<file path="src/design/rlim_pkg.sv">
`timescale 1ns / 1ps
`default_nettype none
package rlim_pkg;
    localparam int TABLE_DEPTH_DEF = 64;
    localparam int MS_PER_SECOND   = 1000;
    localparam int CFG_W           = 16;
    localparam int CFG_IDX_W       = 2;
    localparam int TIME_W          = 32;
    localparam int ID_W            = 32;
    // window in ms fits 26 bits: 65535 * 1000 < 2**26
    localparam int WMS_W           = 26;
    localparam int DIV_CNT_W       = 5;
    localparam int ENTRY_W         = 1 + ID_W + TIME_W;

    localparam logic [CFG_IDX_W-1:0] REG_WINDOW_SECONDS   = 2'd0;
    localparam logic [CFG_IDX_W-1:0] REG_ACTIVATION_LIMIT = 2'd1;

    localparam logic ACT_ACTIVATE = 1'b0;
    localparam logic ACT_CLEAN    = 1'b1;

    typedef struct packed {
        logic              action;
        logic [ID_W-1:0]   id;
        logic [TIME_W-1:0] now_ms;
        logic              remove_on_limit;
        logic              enabled;
        logic [WMS_W-1:0]  inc;
        logic [WMS_W-1:0]  window_ms;
    } t_job;
endpackage
`default_nettype wire

</file>
<file path="src/design/rlim_ram.sv">
`timescale 1ns / 1ps
`default_nettype none
module rlim_ram #(
    parameter int WIDTH = 8,
    parameter int DEPTH = 64
) (
    input  wire logic                     i_clk,
    input  wire logic                     i_we,
    input  wire logic [$clog2(DEPTH)-1:0] i_waddr,
    input  wire logic [WIDTH-1:0]         i_wdata,
    input  wire logic                     i_re,
    input  wire logic [$clog2(DEPTH)-1:0] i_raddr,
    output logic      [WIDTH-1:0]         o_rdata
);
    logic [WIDTH-1:0] r_mem [DEPTH];

    always_ff @(posedge i_clk) begin
        if (i_we) begin
            r_mem[i_waddr] <= i_wdata;
        end
        if (i_re) begin
            o_rdata <= r_mem[i_raddr];
        end
    end
endmodule
`default_nettype wire

</file>
<file path="src/design/rlim_front.sv">
`timescale 1ns / 1ps
`default_nettype none
module rlim_front (
    input  wire logic                           i_clk,
    input  wire logic                           i_rst_n,
    input  wire logic                           i_accept,
    input  wire logic                           i_action,
    input  wire logic [rlim_pkg::ID_W-1:0]      i_id,
    input  wire logic [rlim_pkg::TIME_W-1:0]    i_now_ms,
    input  wire logic                           i_remove_on_limit,
    input  wire logic [rlim_pkg::CFG_W-1:0]     i_window_seconds,
    input  wire logic [rlim_pkg::CFG_W-1:0]     i_activation_limit,
    input  wire logic                           i_q_full,
    output logic                                o_push,
    output rlim_pkg::t_job                      o_job,
    output logic                                o_busy
);
    localparam int WW = rlim_pkg::WMS_W;
    localparam logic [rlim_pkg::DIV_CNT_W-1:0] CNT_DONE = rlim_pkg::DIV_CNT_W'(WW);

    logic                               r_valid;
    logic [rlim_pkg::DIV_CNT_W-1:0]     r_cnt;
    logic [WW-1:0]                      r_quo;
    logic [rlim_pkg::CFG_W:0]           r_rem;
    logic [rlim_pkg::CFG_W-1:0]         r_lim;
    rlim_pkg::t_job                     r_job;

    logic [rlim_pkg::CFG_W:0] rem_sh;
    logic                     ge;
    logic                     en;
    logic [WW-1:0]            win;

    assign en     = (i_window_seconds != '0) && (i_activation_limit != '0);
    assign win    = WW'(i_window_seconds) * WW'(rlim_pkg::MS_PER_SECOND);
    assign rem_sh = {r_rem[rlim_pkg::CFG_W-1:0], r_quo[WW-1]};
    assign ge     = rem_sh >= {1'b0, r_lim};
    assign o_push = r_valid && (r_cnt == CNT_DONE) && !i_q_full;
    assign o_busy = r_valid;

    always_comb begin
        o_job     = r_job;
        o_job.inc = r_quo;
    end

    always_ff @(posedge i_clk) begin
        if (!i_rst_n) begin
            r_valid <= 1'b0;
            r_cnt   <= '0;
        end else begin
            if (i_accept) begin
                r_valid <= 1'b1;
                r_cnt   <= (i_action == rlim_pkg::ACT_CLEAN || !en) ? CNT_DONE : '0;
            end else if (o_push) begin
                r_valid <= 1'b0;
            end else if (r_valid && r_cnt != CNT_DONE) begin
                r_cnt <= r_cnt + 1'b1;
            end
        end
    end

    // restoring divider, one quotient bit per cycle
    always_ff @(posedge i_clk) begin
        if (i_accept) begin
            r_quo                 <= win;
            r_rem                 <= '0;
            r_lim                 <= i_activation_limit;
            r_job.action          <= i_action;
            r_job.id              <= i_id;
            r_job.now_ms          <= i_now_ms;
            r_job.remove_on_limit <= i_remove_on_limit;
            r_job.enabled         <= en;
            r_job.inc             <= '0;
            r_job.window_ms       <= win;
        end else if (r_valid && r_cnt != CNT_DONE) begin
            r_quo <= {r_quo[WW-2:0], ge};
            r_rem <= ge ? (rem_sh - {1'b0, r_lim}) : rem_sh;
        end
    end
endmodule
`default_nettype wire

</file>
<file path="src/design/rlim_queue.sv">
`timescale 1ns / 1ps
`default_nettype none
module rlim_queue (
    input  wire logic           i_clk,
    input  wire logic           i_rst_n,
    input  wire logic           i_push,
    input  wire rlim_pkg::t_job i_job,
    input  wire logic           i_pop,
    output rlim_pkg::t_job      o_job,
    output logic                o_full,
    output logic                o_empty
);
    rlim_pkg::t_job r_mem [2];
    logic           r_wp;
    logic           r_rp;
    logic [1:0]     r_cnt;

    assign o_full  = r_cnt == 2'd2;
    assign o_empty = r_cnt == 2'd0;
    assign o_job   = r_mem[r_rp];

    always_ff @(posedge i_clk) begin
        if (!i_rst_n) begin
            r_wp  <= 1'b0;
            r_rp  <= 1'b0;
            r_cnt <= '0;
        end else begin
            if (i_push) begin
                r_wp <= ~r_wp;
            end
            if (i_pop) begin
                r_rp <= ~r_rp;
            end
            if (i_push && !i_pop) begin
                r_cnt <= r_cnt + 1'b1;
            end else if (i_pop && !i_push) begin
                r_cnt <= r_cnt - 1'b1;
            end
        end
    end

    always_ff @(posedge i_clk) begin
        if (i_push) begin
            r_mem[r_wp] <= i_job;
        end
    end
endmodule
`default_nettype wire

</file>
<file path="src/design/rlim_back.sv">
`timescale 1ns / 1ps
`default_nettype none
module rlim_back #(
    parameter int TABLE_DEPTH = rlim_pkg::TABLE_DEPTH_DEF
) (
    input  wire logic           i_clk,
    input  wire logic           i_rst_n,
    input  wire rlim_pkg::t_job i_job,
    input  wire logic           i_q_empty,
    output logic                o_pop,
    output logic                o_clearing,
    output logic                o_done,
    output logic                o_limited,
    output logic                o_table_full
);
    localparam int AW = $clog2(TABLE_DEPTH);
    localparam int EW = rlim_pkg::ENTRY_W;
    localparam int TW = rlim_pkg::TIME_W;
    localparam logic [AW-1:0] LAST = AW'(TABLE_DEPTH - 1);

    localparam logic [1:0] S_CLR  = 2'd0;
    localparam logic [1:0] S_IDLE = 2'd1;
    localparam logic [1:0] S_SCAN = 2'd2;
    localparam logic [1:0] S_FIN  = 2'd3;

    logic [1:0]     r_state;
    logic [AW-1:0]  r_addr;
    logic           r_issue;
    logic           r_chk_v;
    logic [AW-1:0]  r_chk_addr;
    rlim_pkg::t_job r_job;
    logic           r_hit;
    logic [AW-1:0]  r_hit_addr;
    logic [TW-1:0]  r_hit_dl;
    logic           r_free;
    logic [AW-1:0]  r_free_addr;

    logic           we;
    logic [AW-1:0]  waddr;
    logic [EW-1:0]  wdata;
    logic           re;
    logic [EW-1:0]  rdata;
    logic           rd_valid;
    logic [TW-1:0]  rd_key;
    logic [TW-1:0]  rd_dl;
    logic [TW-1:0]  inc;
    logic [TW-1:0]  win;
    logic [TW-1:0]  now_inc;
    logic [TW-1:0]  next_dl;
    logic           over;

    assign {rd_valid, rd_key, rd_dl} = rdata;
    assign inc     = TW'(r_job.inc);
    assign win     = TW'(r_job.window_ms);
    assign now_inc = r_job.now_ms + inc;
    assign next_dl = r_hit_dl + inc;
    assign over    = next_dl > (r_job.now_ms + win);

    assign o_pop      = (r_state == S_IDLE) && !i_q_empty;
    assign o_clearing = r_state == S_CLR;
    assign re         = (r_state == S_SCAN) && r_issue;

    rlim_ram #(
        .WIDTH (EW),
        .DEPTH (TABLE_DEPTH)
    ) u_ram (
        .i_clk   (i_clk),
        .i_we    (we),
        .i_waddr (waddr),
        .i_wdata (wdata),
        .i_re    (re),
        .i_raddr (r_addr),
        .o_rdata (rdata)
    );

    always_comb begin
        we    = 1'b0;
        waddr = r_chk_addr;
        wdata = '0;
        case (r_state)
            S_CLR: begin
                we    = 1'b1;
                waddr = r_addr;
            end
            S_SCAN: begin
                // clean: drop expired entries as they stream past
                we = r_chk_v && (r_job.action == rlim_pkg::ACT_CLEAN) && rd_valid
                     && (rd_dl < r_job.now_ms);
            end
            S_FIN: begin
                if (r_job.action == rlim_pkg::ACT_ACTIVATE && r_job.enabled) begin
                    if (!r_hit) begin
                        we    = r_free;
                        waddr = r_free_addr;
                        wdata = {1'b1, r_job.id, now_inc};
                    end else begin
                        we    = 1'b1;
                        waddr = r_hit_addr;
                        if (r_hit_dl < r_job.now_ms) begin
                            wdata = {1'b1, r_job.id, now_inc};
                        end else if (over && r_job.remove_on_limit) begin
                            wdata = '0;
                        end else begin
                            wdata = {1'b1, r_job.id, next_dl};
                        end
                    end
                end
            end
            default: begin
                we = 1'b0;
            end
        endcase
    end

    always_ff @(posedge i_clk) begin
        if (!i_rst_n) begin
            r_state <= S_CLR;
            r_addr  <= '0;
            r_issue <= 1'b0;
            r_chk_v <= 1'b0;
            o_done  <= 1'b0;
        end else begin
            o_done  <= 1'b0;
            r_chk_v <= re;
            case (r_state)
                S_CLR: begin
                    r_addr <= r_addr + 1'b1;
                    if (r_addr == LAST) begin
                        r_addr  <= '0;
                        r_state <= S_IDLE;
                    end
                end
                S_IDLE: begin
                    if (!i_q_empty) begin
                        r_addr  <= '0;
                        r_issue <= 1'b1;
                        if (i_job.action == rlim_pkg::ACT_ACTIVATE && !i_job.enabled) begin
                            r_state <= S_FIN;
                        end else begin
                            r_state <= S_SCAN;
                        end
                    end
                end
                S_SCAN: begin
                    if (r_issue) begin
                        r_addr <= r_addr + 1'b1;
                        if (r_addr == LAST) begin
                            r_issue <= 1'b0;
                        end
                    end
                    if (r_chk_v && r_chk_addr == LAST) begin
                        r_state <= S_FIN;
                    end
                end
                S_FIN: begin
                    o_done  <= 1'b1;
                    r_issue <= 1'b0;
                    r_state <= S_IDLE;
                end
                default: begin
                    r_state <= S_IDLE;
                end
            endcase
        end
    end

    always_ff @(posedge i_clk) begin
        r_chk_addr <= r_addr;
        if (o_pop) begin
            r_job  <= i_job;
            r_hit  <= 1'b0;
            r_free <= 1'b0;
        end else if (r_state == S_SCAN && r_chk_v) begin
            if (rd_valid) begin
                if (!r_hit && rd_key == r_job.id) begin
                    r_hit      <= 1'b1;
                    r_hit_addr <= r_chk_addr;
                    r_hit_dl   <= rd_dl;
                end
            end else if (!r_free) begin
                r_free      <= 1'b1;
                r_free_addr <= r_chk_addr;
            end
        end
        if (r_state == S_FIN) begin
            o_limited    <= 1'b0;
            o_table_full <= 1'b0;
            if (r_job.action == rlim_pkg::ACT_ACTIVATE && r_job.enabled) begin
                o_table_full <= !r_hit && !r_free;
                o_limited    <= r_hit && !(r_hit_dl < r_job.now_ms) && over;
            end
        end
    end
endmodule
`default_nettype wire

</file>
<file path="src/design/per_id_event_rate_limiter_top.sv">
// Path: an activation passes the front's window multiply and 26-step divider for the
// increment, while a clean or disabled item skips the divider; the back strobes the result
// after scanning the whole table (a disabled activation skips the scan).
// Pacing: the back takes one item at a time and scans the whole table for each scanned item;
// a two-item queue lets the front prepare the next item meanwhile.
// Reset: the back clears the table with busy high; receiver cannot stall.
`timescale 1ns / 1ps
`default_nettype none
module per_id_event_rate_limiter_top #(
    parameter int TABLE_DEPTH = rlim_pkg::TABLE_DEPTH_DEF
) (
    input  wire logic                            i_clk,
    input  wire logic                            i_rst_n,
    // item channel
    input  wire logic                            start,
    output logic                                 busy,
    input  wire logic                            i_action,
    input  wire logic [rlim_pkg::ID_W-1:0]       i_id,
    input  wire logic [rlim_pkg::TIME_W-1:0]     i_now_ms,
    input  wire logic                            i_remove_on_limit,
    // result strobe
    output logic                                 o_done,
    output logic                                 o_limited,
    output logic                                 o_table_full,
    // configuration writes
    input  wire logic                            i_cfg_valid,
    output logic                                 o_cfg_ready,
    input  wire logic [rlim_pkg::CFG_IDX_W-1:0]  i_cfg_index,
    input  wire logic [rlim_pkg::CFG_W-1:0]      i_cfg_data
);
    logic [rlim_pkg::CFG_W-1:0] r_window_seconds;
    logic [rlim_pkg::CFG_W-1:0] r_activation_limit;

    logic           accept;
    logic           front_busy;
    logic           clearing;
    logic           push;
    logic           pop;
    logic           q_full;
    logic           q_empty;
    rlim_pkg::t_job f_job;
    rlim_pkg::t_job q_job;

    // writes are always taken; indexes beyond the list are ignored
    assign o_cfg_ready = 1'b1;

    always_ff @(posedge i_clk) begin
        if (!i_rst_n) begin
            r_window_seconds   <= '0;
            r_activation_limit <= '0;
        end else if (i_cfg_valid) begin
            case (i_cfg_index)
                rlim_pkg::REG_WINDOW_SECONDS:   r_window_seconds   <= i_cfg_data;
                rlim_pkg::REG_ACTIVATION_LIMIT: r_activation_limit <= i_cfg_data;
                default: begin
                end
            endcase
        end
    end

    // front holds one item at a time; no new item while the table is being cleared
    assign busy   = front_busy || clearing;
    assign accept = start && !busy;

    rlim_front u_front (
        .i_clk              (i_clk),
        .i_rst_n            (i_rst_n),
        .i_accept           (accept),
        .i_action           (i_action),
        .i_id               (i_id),
        .i_now_ms           (i_now_ms),
        .i_remove_on_limit  (i_remove_on_limit),
        .i_window_seconds   (r_window_seconds),
        .i_activation_limit (r_activation_limit),
        .i_q_full           (q_full),
        .o_push             (push),
        .o_job              (f_job),
        .o_busy             (front_busy)
    );

    rlim_queue u_queue (
        .i_clk   (i_clk),
        .i_rst_n (i_rst_n),
        .i_push  (push),
        .i_job   (f_job),
        .i_pop   (pop),
        .o_job   (q_job),
        .o_full  (q_full),
        .o_empty (q_empty)
    );

    rlim_back #(
        .TABLE_DEPTH (TABLE_DEPTH)
    ) u_back (
        .i_clk        (i_clk),
        .i_rst_n      (i_rst_n),
        .i_job        (q_job),
        .i_q_empty    (q_empty),
        .o_pop        (pop),
        .o_clearing   (clearing),
        .o_done       (o_done),
        .o_limited    (o_limited),
        .o_table_full (o_table_full)
    );
endmodule
`default_nettype wire
</file>
<file path="config.mk">
export PLATFORM = sky130hd
export DESIGN_NAME = per_id_event_rate_limiter_top
export DESIGN_NICKNAME = d
export VERILOG_FILES = /design/src/design/rlim_pkg.sv /design/src/design/rlim_ram.sv /design/src/design/rlim_front.sv /design/src/design/rlim_queue.sv /design/src/design/rlim_back.sv /design/src/design/per_id_event_rate_limiter_top.sv
export SDC_FILE = /design/constraint.sdc
export NUM_CORES = 2
export LEC_CHECK = 0
export BUFFER_PORTS_ARGS = -buffer_cell sky130_fd_sc_hd__buf_2
export CAP_MARGIN = 20
export CORE_MARGIN = 2
export CORE_UTILIZATION = 25
export CTS_CLUSTER_DIAMETER = 150
export CTS_CLUSTER_SIZE = 14
export DETAILED_ROUTE_END_ITERATION = 8
export SYNTH_ARGS = -nofsm -noshare
export SYNTH_HDL_FRONTEND = slang
export SYNTH_MEMORY_MAX_BITS = 65536
export SYNTH_SLANG_ARGS = --single-unit
</file>
<file path="constraint.sdc">
create_clock -name i_clk -period 13.2 [get_ports i_clk]
set_clock_uncertainty 0.15 [all_clocks]
set_input_delay 1.98 -clock i_clk [delete_from_list [all_inputs] [get_ports i_clk]]
set_output_delay 1.98 -clock i_clk [all_outputs]
set_load 0.03 [all_outputs]
</file>
==> summary.txt <==
Die
  • Num rows: between 300 and 400
  • Initial Utilization: 25.1%
  • Core footprint: between 0.7 and 0.8 mm²
  • Die W: a little under 900 µm
  • Die H: 877 µm
  • Io pins: a little over 90
  • Die Area: about 0.77 mm²

Synthesis
  • Synth area leaders: edfxtp_1 75%, mux4_2 16%, ha_1 1.7%
  • Synth Flop Type: edfxtp_1
  • Adder-Cell Fraction of Synth Area: under 10%
  • Mean post-synth cell area: 22.6 µm²
  • Register bit total from synthesis: 4829
  • Mux cell area share after synthesis: roughly 17%
  • Main combinational cell family by area after synthesis: multiplexers
  • Synth Cell Area: 0.190 mm²
  • Synth Area in Compound Gates: 1.81%
  • Top cell type's share of synthesized area: about three quarters
  • Synth warnings: 0
  • EDFF count, synth: ~4700
  • Post-Synthesis Cells: 8414
  • Async SR Flop Fraction: 0%
  • Post-Synth XOR/XNOR Area: less than 1%
  • Simple-gate share of the synthesized area: under 10%
  • Register area share after synthesis: approximately three quarters
  • Number of library cell types mapped by synthesis: 87
  • Syn Nets: slightly below 9000
  • Area leader, netlist: edfxtp_1

Global route
  • GR Util All Layers: a little over an eighth
  • Initial antenna violation count: 29
  • Largest net degree at the start of global routing: 150
  • GRT overflow: 0
  • Vias in the first global route: 90100
  • First-pass GRT wire length: ~750000 µm

Layout
  • Area Overhead vs Synth: 13.4%
  • Commonest non-fill, non-tap cell in the layout: edfxtp_1
  • Nets@finish: between 9000 and 10000
  • Final core utilization: about 28%
  • Design area: about 0.22 mm²
  • Most frequent cells in the layout: 4748 x edfxtp_1, 1365 x mux4_2, 387 x clkbuf_16
  • Layout cells sized above 1: between 20% and 30%
  • Fillcell total: roughly 74000

Setup path
  • WP data required: 13.85 ns
  • R2r worst-path depth: 22
  • Crit-path max FO: between 90 and 100
  • Critical path origin: u_back.inc[0]
  • Worst Path Arrival: between 8 and 9 ns
  • Worst R2R Start: u_back.inc[0]
  • Crit path launch type: register
  • CP Capture Type: register
  • CP Class: reg2reg

Timing
  • Fin crit share: roughly three fifths
  • Max Transition Viols Final: 0
  • Final Hold Fails: 0
  • Setup_tns: 0 ns
  • Worst-margin pin slew: approximately 1.2 ns
  • # setup viols final: 0
  • Rel. slew slack: 20.4%
  • Fin Hold WS: between 0.2 and 0.3 ns
  • Min Tclk post-route: slightly below 8 ns
  • RSZ-0062 raised after global routing: no
  • Max Clk Rate: between 100 and 150 MHz

Drt
  • Top Layer Used: met5
  • Met2 wire len: about 250000 µm
  • DRT Pass-1 Iters: 6
  • Via/cell ratio: a little under 5
  • Number of remaining DRC errors: 0
  • Initial DRC count: between 10000 and 15000
  • Vias: 93300
  • Metal1 wirelength: approximately 230000 µm
  • Routed WL per cell: ~29 µm
  • Post-route ant nets: 0
  • Met3 wire len: about 50000 µm
  • DRT Wirelength: 545000 µm

Power and ir drop
  • Sequential share of power: a little over half
  • Combinational Power Share: between 15 and 20%
  • PwrDens: ~150 mW/mm²
  • Leak: approximately 63 nW
  • Peak VDD IR: between 150 and 200 µV
  • Int Pwr: 24.9 mW
  • Clock share of power: a little under a third
  • Psw: 8.57 mW
  • Sw frac: roughly a quarter

Placed design
  • GP Congestion: 0.800
  • Placed standard-cell area: around 0.21 mm²
  • PortBufs: 91
  • Hpwl dp: roughly 290000 µm

Clock tree
  • Post-CTS Resized: 0
  • # Post-CTS Setup Buffers: 0
  • Total CTS buffers: around 380
  • CTS HTree Levels: 5
  • Clock Tree Buf Depth: 4
  • Skew-Pair Late Insertion Delay: around 1.1 ns
  • Root Driver: clkbuf_16
  • Hold buffer count at CTS: 0
  • Clk sinks: just under 5000
  • TritonCTS clock tree: built
  • Clock Pin Slew Worst Setup and Hold Paths: 0.07 ns

Hold path
  • Worst Hold Class: reg2reg
  • Hold path depth: 0
  • Hold path start: u_front.o_job[15]

Status
  • Status: completed

Run
  • Max_cap viols: 0
-- logic make-up after synthesis --
kind of cell / after synthesis
simple gates: 585
buf+inv: 541
xor+xnor: 143
fa+ha+maj: 312
other cells: 1
flops: 4829
compound gates: 506
mux: 1497
-- metal layers --
metal  up-vias  global-route usage (%)
met5         -                       0
met4        14                    3.12
met3       738                    2.15
met2      4934                    21.2
met1     51700                    19.9
li1      35900                       -
-- synthesized netlist by cell type, drive strengths merged (58+ instances only) --
cell type / instances
o21ai: 97
inv: 178
a21o: 74
dfxtp: 81
xor2: 63
a21oi: 114
edfxtp: 4748
xnor2: 80
fa: 58
buf: 137
mux4: 1365
nor2: 170
nand2: 164
clkbuf: 225
ha: 254
mux2: 117
-- path summary, 6_finish.rpt --
path	end	slack, ns
setup / recovery	u_back.u_ram.r_mem[51][43]	5.47
hold / removal	u_queue.r_mem[1][12]	0.27
setup reg to reg	u_back.u_ram.r_mem[51][43]	5.47
hold reg to reg	u_queue.r_mem[1][12]	0.27
-- critical path: stages, from the launching register on --
cell and delay [ns]:
edfxtp_1 0.40, ha_1 0.24, inv_1 0.08, fa_1 0.21
nor2b_1 0.08, o31ai_1 0.38, a21oi_1 0.23, a21oi_2 0.26
o21ai_1 0.16, a221o_1 0.39, a221oi_2 0.45, nor2_1 0.10
xor2_1 0.20, ha_1 0.33, nand4_1 0.20, nor4_1 0.67
nand2_1 0.16, or4_1 0.62, and3b_1 0.26, a21oi_4 0.18
buf_12 0.34, and2_1 0.81, buf_4 0.45
-- power by group through the flow --
stage          Combinational, mW  Clock [mW]  Sequential, mW
6_report                    5.39        10.5            17.5
5_1_grt                     5.70        11.2            17.6
4_1_cts                     5.48        10.7            17.5
3_5_place_dp                5.46           0            17.9
3_3_place_gp                5.47           0            17.8
2_1_floorplan               3.80           0            17.8
-- per-stage QoR --
stage / setup slack, ns / total power, mW / std cells
final: 5.47 / 33.4 / 19000
after detailed placement: 5.38 / 23.3 / 18500
after CTS: 5.45 / 33.7 / 19000
after floorplan: 5.56 / 21.6 / 8414
after global placement: 5.44 / 23.3 / 18500
after global routing: 5.19 / 34.5 / 19000
-- cell type report --
class / instances / area [µm²] / share of cell area, %
Antenna cell: 2 / 5.00 / 0.00232
Multi-Input combinational cell: 3044 / 45000 / 20.9
Clock buffer: 424 / 9820 / 4.55
Inverter: 179 / 682 / 0.316
Sequential cell: 4829 / 144000 / 66.8
Clock inverter: 23 / 433 / 0.200
Timing Repair Buffer: 371 / 3090 / 1.43
Tap cell: 10100 / 12700 / 5.88
-- registers in the layout, indices dropped and copies added (netlist names), 16 cells and up, named ones only --
| register | cells |
|---|---|
| r_activation_limit | 16 |
| r_window_seconds | 16 |
| u_back.inc | 26 |
| u_back.r_hit_dl | 32 |
| u_back.r_job | 90 |
| u_back.u_ram.o_rdata | 65 |
| u_back.u_ram.r_mem | 4160 |
| u_front.o_job | 90 |
| u_front.r_lim | 16 |
| u_front.r_quo | 26 |
| u_front.r_rem | 16 |
| u_queue.r_mem | 232 |
(Power assumes the default switching activity.)
